`src/hdl/quoted_string_literal_unescaper_unit_macros.svh`:
```
// assertion macros for the quoted string literal unescaper unit
// used by the top level only, no other dependencies
`ifndef QUOTED_STRING_LITERAL_UNESCAPER_UNIT_MACROS_SVH
`define QUOTED_STRING_LITERAL_UNESCAPER_UNIT_MACROS_SVH

// same-cycle implication, disabled while in reset
`define QSLU_ASSERT_IMPL(label, clk, rst_n, ante, cons, msg) \
	label: assert property (@(posedge clk) disable iff (!rst_n) (ante) |-> (cons)) \
		else $error(msg);

// next-cycle implication, disabled while in reset
`define QSLU_ASSERT_NEXT(label, clk, rst_n, ante, cons, msg) \
	label: assert property (@(posedge clk) disable iff (!rst_n) (ante) |=> (cons)) \
		else $error(msg);

`endif

```
`src/hdl/qslu_pkg.sv`:
```
// shared types, constants and decode functions for the literal unescaper
// no dependencies
`default_nettype none

package qslu_pkg;

	localparam int COUNT_WIDTH_DEF = 16;
	localparam int QUEUE_DEPTH_DEF = 4;
	localparam int COUNT_OUT_W     = 16;
	localparam int SLOTS           = 3;

	localparam logic [7:0] CH_SQUOTE = 8'h27;
	localparam logic [7:0] CH_DQUOTE = 8'h22;
	localparam logic [7:0] CH_BSLASH = 8'h5c;
	localparam logic [7:0] CH_X      = 8'h78;

	typedef enum logic [3:0] {
		MODE_WAIT,
		MODE_READ,
		MODE_ESC,
		MODE_HEX1,
		MODE_HEX2,
		MODE_OCT,
		MODE_DRAIN
	} mode_t;

	typedef enum logic [1:0] {
		KIND_BYTE,
		KIND_ACCEPT,
		KIND_REJECT
	} kind_t;

	typedef struct packed {
		kind_t      kind;
		logic [7:0] data;
	} slot_t;

	// all results caused by one input byte, oldest in slot 0
	typedef struct packed {
		logic [1:0]                   n;
		slot_t [SLOTS-1:0]            slot;
		logic [COUNT_OUT_W-1:0]       count;
	} bundle_t;

	function automatic logic [7:0] simple_escape(input logic [7:0] ch);
		logic [7:0] code;
		case (ch)
			8'h61: code = 8'h07;
			8'h62: code = 8'h08;
			8'h65: code = 8'h1b;
			8'h66: code = 8'h0c;
			8'h6e: code = 8'h0a;
			8'h72: code = 8'h0d;
			8'h74: code = 8'h09;
			8'h76: code = 8'h0b;
			default: code = 8'h00;
		endcase
		return code;
	endfunction

	// valid bit on top, digit value below
	function automatic logic [4:0] hex_digit(input logic [7:0] ch);
		logic [4:0] res;
		if (ch >= 8'h30 && ch <= 8'h39) begin
			res = {1'b1, ch[3:0]};
		end else if ((ch >= 8'h61 && ch <= 8'h66) || (ch >= 8'h41 && ch <= 8'h46)) begin
			res = {1'b1, ch[3:0] + 4'd9};
		end else begin
			res = 5'd0;
		end
		return res;
	endfunction

	function automatic logic is_octal(input logic [7:0] ch);
		return ch[7:3] == 5'b00110;
	endfunction

endpackage

`default_nettype wire

```
`src/hdl/qslu_front.sv`:
```
// front part: accepts raw bytes, runs the literal parser and packs the results of one byte
// depends on qslu_pkg
`default_nettype none

module qslu_front #(
	parameter int COUNT_WIDTH = qslu_pkg::COUNT_WIDTH_DEF
) (
	input  wire logic             clk,
	input  wire logic             arst_n,
	input  wire logic             push,
	input  wire logic             q_full,
	input  wire logic [7:0]       char_byte,
	input  wire logic             is_last,
	output qslu_pkg::bundle_t     q_data,
	output logic                  q_wr
);

	localparam int OutW = qslu_pkg::COUNT_OUT_W;

	qslu_pkg::mode_t         mode_q, mode_nx;
	logic                    quote_q, quote_nx;
	logic [7:0]              val_q, val_nx;
	logic [1:0]              dig_q, dig_nx;
	logic [COUNT_WIDTH-1:0]  cnt_q, cnt_nx, cnt_bump;
	logic [OutW-1:0]         cnt_sat;

	qslu_pkg::slot_t [qslu_pkg::SLOTS-1:0] raw;
	logic [qslu_pkg::SLOTS-1:0]            emit;
	logic                                  status, plain, wait_rej;
	logic [7:0]                            code, quote_ch, oct_val;
	logic [4:0]                            hex;
	logic [1:0]                            dig_inc, idx;
	logic                                  xfer;

	assign xfer = push && !q_full;

	generate
		if (COUNT_WIDTH > OutW) begin : g_sat
			assign cnt_sat = (|cnt_nx[COUNT_WIDTH-1:OutW]) ? '1 : cnt_nx[OutW-1:0];
		end else begin : g_ext
			assign cnt_sat = OutW'(cnt_nx);
		end
	endgenerate

	always_comb begin
		mode_nx  = mode_q;
		quote_nx = quote_q;
		val_nx   = val_q;
		dig_nx   = dig_q;
		cnt_nx   = cnt_q;
		cnt_bump = (cnt_q == {COUNT_WIDTH{1'b1}}) ? cnt_q : cnt_q + 1'b1;
		raw      = '0;
		emit     = '0;
		status   = 1'b0;
		plain    = 1'b0;
		wait_rej = 1'b0;
		code     = qslu_pkg::simple_escape(char_byte);
		hex      = qslu_pkg::hex_digit(char_byte);
		quote_ch = quote_q ? qslu_pkg::CH_SQUOTE : qslu_pkg::CH_DQUOTE;
		oct_val  = {val_q[4:0], 3'b000} + {5'd0, char_byte[2:0]};
		dig_inc  = dig_q + 2'd1;

		case (mode_q)
			qslu_pkg::MODE_DRAIN: begin
				if (is_last) begin
					mode_nx = qslu_pkg::MODE_WAIT;
				end
			end
			qslu_pkg::MODE_READ: begin
				cnt_nx = cnt_bump;
				plain  = 1'b1;
			end
			qslu_pkg::MODE_ESC: begin
				cnt_nx  = cnt_bump;
				mode_nx = qslu_pkg::MODE_READ;
				if (code != 8'd0) begin
					emit[0]     = 1'b1;
					raw[0].data = code;
				end else if (char_byte == qslu_pkg::CH_X) begin
					mode_nx = qslu_pkg::MODE_HEX1;
					val_nx  = 8'd0;
					dig_nx  = 2'd0;
				end else if (qslu_pkg::is_octal(char_byte)) begin
					mode_nx = qslu_pkg::MODE_OCT;
					val_nx  = {5'd0, char_byte[2:0]};
					dig_nx  = 2'd1;
				end else begin
					emit[0]     = 1'b1;
					raw[0].data = char_byte;
				end
			end
			qslu_pkg::MODE_HEX1: begin
				cnt_nx = cnt_bump;
				if (hex[4]) begin
					val_nx  = {4'd0, hex[3:0]};
					dig_nx  = 2'd1;
					mode_nx = qslu_pkg::MODE_HEX2;
				end else begin
					mode_nx = qslu_pkg::MODE_READ;
					plain   = 1'b1;
				end
			end
			qslu_pkg::MODE_HEX2: begin
				cnt_nx  = cnt_bump;
				mode_nx = qslu_pkg::MODE_READ;
				dig_nx  = 2'd0;
				emit[0] = 1'b1;
				if (hex[4]) begin
					val_nx      = {val_q[3:0], hex[3:0]};
					raw[0].data = {val_q[3:0], hex[3:0]};
				end else begin
					raw[0].data = val_q;
					plain       = 1'b1;
				end
			end
			qslu_pkg::MODE_OCT: begin
				cnt_nx = cnt_bump;
				if (qslu_pkg::is_octal(char_byte)) begin
					val_nx = oct_val;
					dig_nx = dig_inc;
					if (dig_inc == 2'd3 || dig_inc == 2'd0) begin
						emit[0]     = 1'b1;
						raw[0].data = oct_val;
						dig_nx      = 2'd0;
						mode_nx     = qslu_pkg::MODE_READ;
					end
				end else begin
					emit[0]     = 1'b1;
					raw[0].data = val_q;
					dig_nx      = 2'd0;
					mode_nx     = qslu_pkg::MODE_READ;
					plain       = 1'b1;
				end
			end
			default: begin
				cnt_nx = {{(COUNT_WIDTH-1){1'b0}}, 1'b1};
				val_nx = 8'd0;
				dig_nx = 2'd0;
				if (char_byte == qslu_pkg::CH_SQUOTE || char_byte == qslu_pkg::CH_DQUOTE) begin
					quote_nx = (char_byte == qslu_pkg::CH_SQUOTE);
					mode_nx  = qslu_pkg::MODE_READ;
				end else begin
					emit[1]     = 1'b1;
					raw[1].kind = qslu_pkg::KIND_REJECT;
					status      = 1'b1;
					wait_rej    = 1'b1;
				end
			end
		endcase

		if (plain) begin
			if (char_byte == qslu_pkg::CH_BSLASH) begin
				mode_nx = qslu_pkg::MODE_ESC;
			end else if (char_byte == quote_ch) begin
				emit[1]     = 1'b1;
				raw[1].kind = qslu_pkg::KIND_ACCEPT;
				status      = 1'b1;
			end else begin
				emit[1]     = 1'b1;
				raw[1].data = char_byte;
			end
		end

		if (mode_q != qslu_pkg::MODE_DRAIN) begin
			if (!status && is_last) begin
				emit[2]     = 1'b1;
				raw[2].kind = qslu_pkg::KIND_REJECT;
				status      = 1'b1;
			end
			if (status) begin
				mode_nx = is_last ? qslu_pkg::MODE_WAIT : qslu_pkg::MODE_DRAIN;
				dig_nx  = 2'd0;
			end
		end

		// pack the emitted results into the lowest slots
		q_data = '0;
		idx    = 2'd0;
		for (int i = 0; i < qslu_pkg::SLOTS; i++) begin
			if (emit[i]) begin
				q_data.slot[idx] = raw[i];
				idx              = idx + 2'd1;
			end
		end
		q_data.n     = idx;
		q_data.count = wait_rej ? '0 : cnt_sat;
		q_wr         = xfer && (idx != 2'd0);
	end

	always_ff @(posedge clk or negedge arst_n) begin
		if (!arst_n) begin
			mode_q  <= qslu_pkg::MODE_WAIT;
			quote_q <= 1'b0;
			val_q   <= 8'd0;
			dig_q   <= 2'd0;
			cnt_q   <= '0;
		end else if (xfer) begin
			mode_q  <= mode_nx;
			quote_q <= quote_nx;
			val_q   <= val_nx;
			dig_q   <= dig_nx;
			cnt_q   <= cnt_nx;
		end
	end

endmodule

`default_nettype wire

```
`src/hdl/qslu_fifo.sv`:
```
// short queue of result bundles between front and back
// depends on qslu_pkg
`default_nettype none

module qslu_fifo #(
	parameter int QUEUE_DEPTH = qslu_pkg::QUEUE_DEPTH_DEF
) (
	input  wire logic              clk,
	input  wire logic              arst_n,
	input  wire logic              wr,
	input  wire qslu_pkg::bundle_t wr_data,
	input  wire logic              rd,
	output qslu_pkg::bundle_t      rd_data,
	output logic                   full,
	output logic                   empty
);

	localparam int PtrW = $clog2(QUEUE_DEPTH);
	localparam int LvlW = $clog2(QUEUE_DEPTH + 1);
	localparam logic [PtrW-1:0] PtrLast = PtrW'(QUEUE_DEPTH - 1);
	localparam logic [LvlW-1:0] LvlFull = LvlW'(QUEUE_DEPTH);

	qslu_pkg::bundle_t mem_q [QUEUE_DEPTH];
	logic [PtrW-1:0]   wr_ptr_q, rd_ptr_q;
	logic [LvlW-1:0]   level_q;
	logic              do_wr, do_rd;

	assign full    = (level_q == LvlFull);
	assign empty   = (level_q == '0);
	assign do_wr   = wr && !full;
	assign do_rd   = rd && !empty;
	assign rd_data = mem_q[rd_ptr_q];

	always_ff @(posedge clk) begin
		if (do_wr) begin
			mem_q[wr_ptr_q] <= wr_data;
		end
	end

	always_ff @(posedge clk or negedge arst_n) begin
		if (!arst_n) begin
			wr_ptr_q <= '0;
			rd_ptr_q <= '0;
			level_q  <= '0;
		end else begin
			if (do_wr) begin
				wr_ptr_q <= (wr_ptr_q == PtrLast) ? '0 : wr_ptr_q + 1'b1;
			end
			if (do_rd) begin
				rd_ptr_q <= (rd_ptr_q == PtrLast) ? '0 : rd_ptr_q + 1'b1;
			end
			if (do_wr && !do_rd) begin
				level_q <= level_q + 1'b1;
			end else if (do_rd && !do_wr) begin
				level_q <= level_q - 1'b1;
			end
		end
	end

endmodule

`default_nettype wire

```
`src/hdl/qslu_back.sv`:
```
// back part: holds one bundle and hands its results out one transfer at a time
// depends on qslu_pkg
`default_nettype none

module qslu_back (
	input  wire logic             clk,
	input  wire logic             arst_n,
	input  wire qslu_pkg::bundle_t q_data,
	input  wire logic             q_empty,
	output logic                  q_rd,
	input  wire logic             pop,
	output logic                  empty,
	output qslu_pkg::kind_t       kind,
	output logic [7:0]            data,
	output logic [qslu_pkg::COUNT_OUT_W-1:0] count,
	output logic                  last
);

	qslu_pkg::bundle_t cur_q;
	logic              val_q;
	logic [1:0]        idx_q;
	qslu_pkg::slot_t   sl;
	logic              load;

	assign sl    = cur_q.slot[idx_q];
	assign empty = !val_q;
	assign kind  = sl.kind;
	assign data  = sl.data;
	assign count = (sl.kind == qslu_pkg::KIND_BYTE) ? '0 : cur_q.count;
	assign last  = (idx_q == cur_q.n - 2'd1);
	assign load  = !val_q || (pop && last);
	assign q_rd  = load && !q_empty;

	always_ff @(posedge clk) begin
		if (q_rd) begin
			cur_q <= q_data;
		end
	end

	always_ff @(posedge clk or negedge arst_n) begin
		if (!arst_n) begin
			val_q <= 1'b0;
			idx_q <= 2'd0;
		end else if (load) begin
			val_q <= !q_empty;
			idx_q <= 2'd0;
		end else if (pop) begin
			idx_q <= idx_q + 2'd1;
		end
	end

endmodule

`default_nettype wire

```
`src/hdl/quoted_string_literal_unescaper_unit.sv`:
```
// Decodes a quoted literal taken one raw byte per transfer and hands out decoded bytes and a
// final accept or reject status. The front takes one byte every cycle while the bundle queue
// has room; all results of a byte travel as one bundle, and the back hands out one result per
// cycle with pop held; a byte with k results holds the back until all k are popped.
// Sustained rate is one byte per cycle when bytes cause at most one result each; QUEUE_DEPTH
// bundles absorb bursts. Depends on qslu_pkg, qslu_front, qslu_fifo, qslu_back, macros header.
`default_nettype none

`include "quoted_string_literal_unescaper_unit_macros.svh"

module quoted_string_literal_unescaper_unit #(
	parameter int COUNT_WIDTH = qslu_pkg::COUNT_WIDTH_DEF,
	parameter int QUEUE_DEPTH = qslu_pkg::QUEUE_DEPTH_DEF
) (
	input  wire logic        clk,
	input  wire logic        arst_n,
	input  wire logic        push,
	output logic             full,
	input  wire logic [7:0]  char_byte,
	input  wire logic        is_last,
	output logic             empty,
	input  wire logic        pop,
	output logic [1:0]       result_kind,
	output logic [7:0]       out_byte,
	output logic [15:0]      consumed_count,
	output logic             last_of_run
);

	qslu_pkg::bundle_t wr_data, rd_data;
	qslu_pkg::kind_t   kind;
	logic              q_wr, q_rd, q_full, q_empty;

	assign full        = q_full;
	assign result_kind = kind;

	qslu_front #(
		.COUNT_WIDTH(COUNT_WIDTH)
	) u_front (
		.clk      (clk),
		.arst_n   (arst_n),
		.push     (push),
		.q_full   (q_full),
		.char_byte(char_byte),
		.is_last  (is_last),
		.q_data   (wr_data),
		.q_wr     (q_wr)
	);

	qslu_fifo #(
		.QUEUE_DEPTH(QUEUE_DEPTH)
	) u_fifo (
		.clk    (clk),
		.arst_n (arst_n),
		.wr     (q_wr),
		.wr_data(wr_data),
		.rd     (q_rd),
		.rd_data(rd_data),
		.full   (q_full),
		.empty  (q_empty)
	);

	qslu_back u_back (
		.clk    (clk),
		.arst_n (arst_n),
		.q_data (rd_data),
		.q_empty(q_empty),
		.q_rd   (q_rd),
		.pop    (pop),
		.empty  (empty),
		.kind   (kind),
		.data   (out_byte),
		.count  (consumed_count),
		.last   (last_of_run)
	);

	`QSLU_ASSERT_IMPL(a_status_last, clk, arst_n, !empty && kind != qslu_pkg::KIND_BYTE, last_of_run, "status result not last of its run")
	`QSLU_ASSERT_IMPL(a_byte_count, clk, arst_n, !empty && kind == qslu_pkg::KIND_BYTE, consumed_count == 16'd0, "decoded byte carries a count")
	`QSLU_ASSERT_IMPL(a_no_overflow, clk, arst_n, q_wr, !q_full, "bundle written into a full queue")
	`QSLU_ASSERT_NEXT(a_refill, clk, arst_n, empty && !q_empty, !empty, "back did not take a waiting bundle")

endmodule

`default_nettype wire
```
`config.mk`:
```
export PLATFORM = sky130hd
export DESIGN_NAME = quoted_string_literal_unescaper_unit
export DESIGN_NICKNAME = d
export VERILOG_FILES = /design/src/hdl/qslu_pkg.sv /design/src/hdl/qslu_front.sv /design/src/hdl/qslu_fifo.sv /design/src/hdl/qslu_back.sv /design/src/hdl/quoted_string_literal_unescaper_unit.sv
export VERILOG_INCLUDE_DIRS = /design/src /design/src/hdl
export SDC_FILE = /design/constraint.sdc
export NUM_CORES = 1
export LEC_CHECK = 0
export BUFFER_PORTS_ARGS = -buffer_cell sky130_fd_sc_hd__buf_2
export CAP_MARGIN = 15
export CORE_MARGIN = 1
export CORE_UTILIZATION = 40
export CTS_CLUSTER_DIAMETER = 40
export DETAILED_ROUTE_END_ITERATION = 12
export MAX_ROUTING_LAYER = met4
export PLACE_DENSITY_LB_ADDON = 0.08
export SYNTH_ARGS = -nofsm -noshare
export SYNTH_HDL_FRONTEND = slang
export SYNTH_HIERARCHICAL = 1
export SYNTH_SLANG_ARGS = --single-unit
export TNS_END_PERCENT = 1
```
`constraint.sdc`:
```
create_clock -name clk -period 6.03 [get_ports clk]
set_input_delay 0.3015 -clock clk [delete_from_list [all_inputs] [get_ports clk]]
set_output_delay 0.3015 -clock clk [all_outputs]
set_load 0.1 [all_outputs]
```
# Yosys cells after proc, flatten, opt, wreduce, memory -nomap -nowiden
# Memory sizes are Yosys's and may differ from the RTL's. A register that Yosys moved wholly into a read port is not among the register bits.
# Index checks and enable logic that the tools add are counted.
# op_classes
addsub	12
magnitude_cmp	11
eq_ne	31
muxes	93
n_bitwise	2
n_reduce_logical	37
# ops
cell	count
8-bit 2-to-1 mux	13
8-bit by 7-bit == test with 1-bit output (second input constant)	10
30-bit bitwise mux	2
30-bit 2-to-1 mux	2
10-bit 2-to-1 mux	5
16-bit 2-to-1 mux	3
10-bit demux with 2-bit select	2
4-bit 2-to-1 mux	10
5-bit case mux with 8 select lines	1
8-bit case mux with 5 select lines	1
2-bit 2-to-1 mux	19
16-bit case mux with 2 select lines	1
4-bit case mux with 6 select lines	1
8-bit case mux with 3 select lines	1
10-bit binary-select mux with 2-bit select	1
1-bit 2-to-1 mux	20
3-bit 2-to-1 mux	6
16-bit by 1-bit adder with 16-bit output (second input constant)	1
16-bit == test (second input constant)	1
8-bit by 6-bit == test with 1-bit output (second input constant)	2
8-bit by 7-bit >= comparator with 1-bit output (second input constant)	2
8-bit by 7-bit <= comparator with 1-bit output (second input constant)	2
1-bit logical AND	14
4-bit by 3-bit == test with 1-bit output (second input constant)	3
other kinds (39)	63
# totals
reg_bits	41
mem_bits_rw	192
in_bits	13
output_inout_bits	29
wordCells	197
memories	1
# memory_table
memory	words	word_bits	read_ports	rd_ports_with_merged_regs	wr	line_no	source
u_fifo.mem_q	4	48	1	1	1	qslu_fifo.sv:23	qslu_pkg::bundle_t mem_q [QUEUE_DEPTH];

# Logic depth before layout (Yosys ltp)
# logic_depth
ltp_word	20
ltp_mapped	22
mapped_depth_nobuf	18

# By module
# Netlist, hierarchy kept.
# modules_own_cells
module	n_inst	cells_per_inst	area_each_um2	seq_area_each_um2
qslu_fifo	1	288	7355.8	5940.7
qslu_front	1	491	3697.3	775.7
qslu_back	1	120	2097.0	1516.5

# Worst setup path after synthesis
# OpenSTA, ideal clock, no wires.
# synth_timing
kind	input to register
from	input char_byte[1]
to	memory u_fifo/mem_q[0][0] (netlist bit), enable pin
setup_time_ps	410
arrival_ps	4233
t_required_ps	5620
path_slack_ps	1386
stages	17
n_path_buf	4
cell_sequence	buf_2 inv_1 ha_1 nor3b_2 and4bb_4 o32a_4 or2_1 buf_6 o21ai_0 inv_1 ha_1 and2_1 buf_6 a211oi_2 nor2b_1 buf_2 and2_1
# synth_between
elab_chain_len	18
elab_cells_between_ends	54
classes_between	add/sub (2); order compare (6); eq/ne (13); mux (22); reduce/logical (11)
# synth_rtl
element	line_no	source
start, declared	quoted_string_literal_unescaper_unit.sv:19	input wire logic [7:0] char_byte,
branches (longest 12 deep; another with 1-bit by 1-bit adder with 2-bit output)	n/a	
2-bit 2-to-1 mux (*)	qslu_front.sv:180	if (emit[i]) begin
2-bit nonzero test (*)	qslu_front.sv:187	q_wr = xfer && (idx != 2'd0);
1-bit logical AND (*)	qslu_front.sv:187	
named net q_wr	quoted_string_literal_unescaper_unit.sv:31	logic q_wr, q_rd, q_full, q_empty;
1-bit logical AND (*)	qslu_fifo.sv:30	assign do_wr = wr && !full;
named net u_fifo.do_wr	qslu_fifo.sv:26	logic do_wr, do_rd;
1-bit 2-to-1 mux (*)	qslu_fifo.sv:35	if (do_wr) begin
1-bit 2-to-1 mux (not written as such) (*)	qslu_fifo.sv:36	mem_q[wr_ptr_q] <= wr_data;
end, declared	qslu_fifo.sv:23	
# Mark *: on every way through the listed nets, which the timed path passes.

# Worst setup path in the final report
# layout_timing
from	register u_front.mode_q[0]
to	memory u_fifo/mem_q[3][37] (netlist bit), enable pin
# layout_between
elab_chain_len	16
elab_cells_between_ends	31
classes_between	add/sub (2); eq/ne (7); mux (15); reduce/logical (7)
# layout_rtl
element	line_no	source
start, declared	qslu_front.sv:20	qslu_pkg::mode_t mode_q, mode_nx;
start signal, assigned	qslu_front.sv:192	mode_q <= qslu_pkg::MODE_WAIT;
start signal, assigned	qslu_front.sv:198	mode_q <= mode_nx;
4-bit by 3-bit == test with 1-bit output, or another cell as far along	qslu_front.sv:63	case (mode_q)
6-bit OR reduction (no line)	n/a	
1-bit 2-to-1 mux	qslu_front.sv:63	
1-bit 2-to-1 mux	qslu_front.sv:154	end else if (char_byte == quote_ch) begin
1-bit 2-to-1 mux	qslu_front.sv:152	if (char_byte == qslu_pkg::CH_BSLASH) begin
1-bit 2-to-1 mux	qslu_front.sv:151	if (plain) begin
1-bit logical NOT	qslu_front.sv:165	if (!status && is_last) begin
1-bit logical AND	qslu_front.sv:165	
1-bit 2-to-1 mux	qslu_front.sv:165	
1-bit 2-to-1 mux	qslu_front.sv:164	if (mode_q != qslu_pkg::MODE_DRAIN) begin
2-bit 2-to-1 mux (*)	qslu_front.sv:180	
2-bit nonzero test (*)	qslu_front.sv:187	
1-bit logical AND (*)	qslu_front.sv:187	
named net q_wr	quoted_string_literal_unescaper_unit.sv:31	
1-bit logical AND (*)	qslu_fifo.sv:30	
1-bit 2-to-1 mux (*)	qslu_fifo.sv:35	
1-bit 2-to-1 mux (not written as such) (*)	qslu_fifo.sv:36	
# The timed path passes the listed nets; every way through them passes the cells marked *.

==> reports/results.txt <==
The worst setup path is of the flip-flop to flip-flop kind. Instance count of the mapped netlist: 899. The post-detailed-routing wire length is 29,920 um, and the number of buffers inserted by port buffering is 41. The fraction of post-synthesis cell area in the top cell type by area is 0.5480.

The signal on the critical path passes through nor4b_4 -> o31ai_2 -> o21ai_2 -> inv_2 -> ha_1 -> and2_1 -> a211oi_2 -> nor2b_1 -> and2_2 -> buf_4. For this run, the post-layout net count is 976. CTS placed an instance of sky130_fd_sc_hd__clkbuf_16 at the clock tree root. The part of the power in registers is 0.351, and the total power per unit cell area is 602.4 mW/mm2. The switching share of power was 0.3932; the total number of vias was 7,890. The number of different library cells in the post-synthesis netlist was 96; the sequential-to-total area share from yosys stat was 0.6261. The die is 183.3 um wide. The proportion of layout cells with a drive suffix above 1 was 0.2441.

The worst ir drop on vdd came out at 0.3367 mV. The startpoint identified for the worst register-to-register timing path is u_front/mode_q[0]$_DFFE_PN0P_. The number of gates resized after CTS was 0. The worst register-to-register path has a depth of 10. The number of setup buffers added after CTS is 0. The synthesized area divided by synthesized cell count is 14.63 um2.

In this run the power spent charging and discharging nets is 0.003617 W. The number of synthesized register bits works out to 281. The floorplan step set the die height to 183.3 um. The initial antenna violation count is 0, and the antenna cell count is 0. The standby leakage power was 5.327 nW; the transition time of the tightest slew-check pin was 1.017 ns. Clock network fraction of total power: 0.275. Setup violation total in the final timing report: 0.

The combinational power share came out at 0.374. The run gives 0.01276 ns as the final clock skew. The tools report the number of buffers created by CTS as 43. Summing internal, switching and leakage power gives 0.009197 W. At the end of routability-driven placement, the weighted congestion stood at 0.9101. Peak per-stage delay on the critical path: 0.66 ns. In the final timing run, aggregate negative setup slack is 0 ns. The filler cells instantiated in the layout total 2,843. Counting along the longest clock path gives a buffer depth of 3. The cell type contributing the most total cell area after synthesis was sky130_fd_sc_hd__edfxtp_1. In this run the worst hold path is classified as input pin to flip-flop. The slowest stage of the critical path belongs to the cell sky130_fd_sc_hd__and2_2. The worst-skew pair later-pin latency was 0.53 ns; the overall track demand over capacity in global routing was 0.1884. The endpoint of the worst hold path was u_back/idx_q[1]$_DFFE_PN0P_.

The number of buffers and inverters on the critical path is 2. The worst-path maximum fanout was 21; the number of warnings issued by yosys was 6. The count of pins on the block boundary is 42. The start point of the worst min-delay path was pop.

Summed over all layers, the global routing overflow is 0. The layout overhead on the synthesized area is 16.11%, and the post-cts hold buffer count is 1. The routed design could run at a clock period as short as 4.689 ns. Across the whole layout, storage elements account for 0.008238 mm2.

Commonest register cell after synthesis: sky130_fd_sc_hd__edfxtp_1. Share of synthesized flip-flops with an asynchronous set or reset: 0.1459. The headroom to the max-slew limit was 0.3196.

The worst path meets setup with 1.341 ns of slack. STA classifies the critical path endpoint as a flip-flop. The multi-input combinational cells in the finished layout cover a total of 0.004514 mm2.

For flop-to-flop paths, the worst setup slack is 1.34 ns. The routed via count divided by cell count came out at 5.552. Setup repair after global routing left no endpoint under its margin. The final core utilization is 0.4705, and the post-route clock period utilization is 0.7777. The final-layout worst hold slack was 0.03420 ns; the number of standard-cell rows in the floorplan was 66. Yosys instantiated no cell more often than sky130_fd_sc_hd__edfxtp_1.

The global-route wire length before repair is 46,650 um, and the number of design-rule violations left by the first detailed-router iteration is 559. Entering global routing, the biggest net connects 52 pins. The pre-CTS worst setup slack was 1.120 ns; the netlist area before placement was 0.01315 mm2. The first TritonRoute pass finished after 5 iterations. At the worst endpoint, the required time is 6.26 ns. The clock sink total is 281, and the number of pins with negative max-slew slack in the final report is 0. The area of the core was 0.03245 mm2. The die area is 0.03360 mm2.

STA classifies the critical path startpoint as a flip-flop. The number of levels the H-tree was split into was 2. The run finished with clean final reports. Yosys mapped a number of flops with a built-in enable equal to 240. The logs give 213.2 MHz for the highest achievable clock rate and 0.4052 for the initial cell density of the core. After detailed routing, the number of remaining DRC violations is 0.

Max-cap violations in this run came to 0. Clock-pin slew was measured on the worst setup and hold paths at 0.05 ns. Along the worst hold path, the cell count comes to 2. The wire length per cell after detailed routing is 21.06 um. The worst reg2reg path endpoint is u_fifo/mem_q[3][37]$_DFFE_PP_.

Grouping stages by cell kind, the critical path spends the most delay in simple AND/OR/NAND/NOR gates. TritonCTS built the clock tree. The tools report the count of endpoints failing hold in the final timing report as 0. Counting instances in the post-synthesis netlist gives the leading cell types as sky130_fd_sc_hd__edfxtp_1 (240), sky130_fd_sc_hd__nand2_1 (59), sky130_fd_sc_hd__mux4_2 (48), sky130_fd_sc_hd__o21ai_0 (48), sky130_fd_sc_hd__a21oi_1 (47). Data arrives at the worst endpoint at 4.91 ns. Via count of the first global-routing pass: 7,977. The internal power of the cells totals 0.005581 W.

Once detail routing completed, the nets flagged for antenna violations numbered 0. In the post-synthesis netlist, the biggest area contributors are sky130_fd_sc_hd__edfxtp_1 (55%), sky130_fd_sc_hd__mux4_2 (8.2%), sky130_fd_sc_hd__dfrtp_1 (7.8%). Once detailed placement completed, the half-perimeter wirelength came to 18,950 um.
==> worst register-to-register path, cell delays in order (launching register included) <==
cell and delay [ns]:
sky130_fd_sc_hd__dfrtp_1 0.60, sky130_fd_sc_hd__nor4b_4 0.55, sky130_fd_sc_hd__o31ai_2 0.23, sky130_fd_sc_hd__o21ai_2 0.56, sky130_fd_sc_hd__inv_2 0.26, sky130_fd_sc_hd__ha_1 0.31
sky130_fd_sc_hd__and2_1 0.24, sky130_fd_sc_hd__a211oi_2 0.24, sky130_fd_sc_hd__nor2b_1 0.45, sky130_fd_sc_hd__and2_2 0.66, sky130_fd_sc_hd__buf_4 0.31
==> through the flow <==
step,std cells,instance area (um2)
2_1_floorplan,907,13180
3_3_place_gp,1341,13740
3_5_place_dp,1341,13740
4_1_cts,1420,15240
5_1_grt,1421,15270
6_report,1421,15270
==> state kept, by name (all words and copies together) (netlist names) <==
register,count
u_fifo/wr_ptr_q,2
u_front/quote_q,1
u_back/val_q,1
u_front/mode_q,4
u_back/cur_q,48
u_fifo/rd_ptr_q,2
u_front/val_q,8
u_fifo/level_q,3
u_front/dig_q,2
u_fifo/mem_q,192
u_back/idx_q,2
u_front/cnt_q,16
==> cell type report <==
cell class	instances	area share
clock buffers	47	0.07146
clock inverters	31	0.02590
inverters	25	0.006146
multi-input cells	540	0.2957
flip-flops and latches	281	0.5395
well taps	442	0.03622
repair buffers	55	0.02508
==> power by group through the flow <==
stage,combinational [W],sequential (W),clock (W)
2_1_floorplan,0.00284,0.00309,0
3_3_place_gp,0.00340,0.00332,0
3_5_place_dp,0.00339,0.00333,0
4_1_cts,0.00341,0.00329,0.00259
5_1_grt,0.00368,0.00329,0.00267
6_report,0.00344,0.00323,0.00253
==> placed cells by master, fill, tap and decap left out, types with 17 or more instances in the layout <==
master	count
sky130_fd_sc_hd__nor2_1	31
sky130_fd_sc_hd__mux4_2	48
sky130_fd_sc_hd__nand3_1	23
sky130_fd_sc_hd__o21ai_0	48
sky130_fd_sc_hd__inv_1	22
sky130_fd_sc_hd__edfxtp_1	240
sky130_fd_sc_hd__a21oi_1	47
sky130_fd_sc_hd__clkbuf_16	43
sky130_fd_sc_hd__a31oi_1	17
sky130_fd_sc_hd__buf_2	41
sky130_fd_sc_hd__nand2_1	59
sky130_fd_sc_hd__dfrtp_1	39
==> routing by layer <==
| layer | up-vias | wire, um | track usage |
|---|---|---|---|
| met5 | - | 0 | - |
| met4 | 0 | 976 | 0.07133 |
| met3 | 70 | 1368 | 0.03336 |
| met2 | 204 | 13580 | 0.2830 |
| met1 | 3972 | 13990 | 0.2559 |
| li1 | 3644 | - | - |
==> kinds of logic after synthesis <==
kind of cell | synth area share
buffers and inverters | 0.03425
other | 0.0002852
AND/OR/NAND/NOR | 0.08878
flip-flops | 0.6261
AO/OA/AOI/OAI | 0.1238
XOR/XNOR | 0.006090
adder cells (fa/ha/maj) | 0.01675
multiplexers | 0.1040
==> how the worst max path moves through the flow <==
stage / startpoint / to / slack, ns / cells after the start
global placement: char_byte[1] / u_fifo/mem_q[3][41]$_DFFE_PP_ / 1.22 / 15
detailed placement: char_byte[1] / u_fifo/mem_q[3][24]$_DFFE_PP_ / 1.12 / 15
global route: u_front/mode_q[0]$_DFFE_PN0P_ / u_fifo/mem_q[3][44]$_DFFE_PP_ / 1.03 / 10
CTS: u_front/mode_q[0]$_DFFE_PN0P_ / u_fifo/mem_q[3][37]$_DFFE_PP_ / 1.34 / 10
finish: u_front/mode_q[0]$_DFFE_PN0P_ / u_fifo/mem_q[3][37]$_DFFE_PP_ / 1.34 / 10
floorplan: char_byte[1] / u_fifo/mem_q[0][0]$_DFFE_PP_ / 1.39 / 17
(Power assumes the default switching activity.)
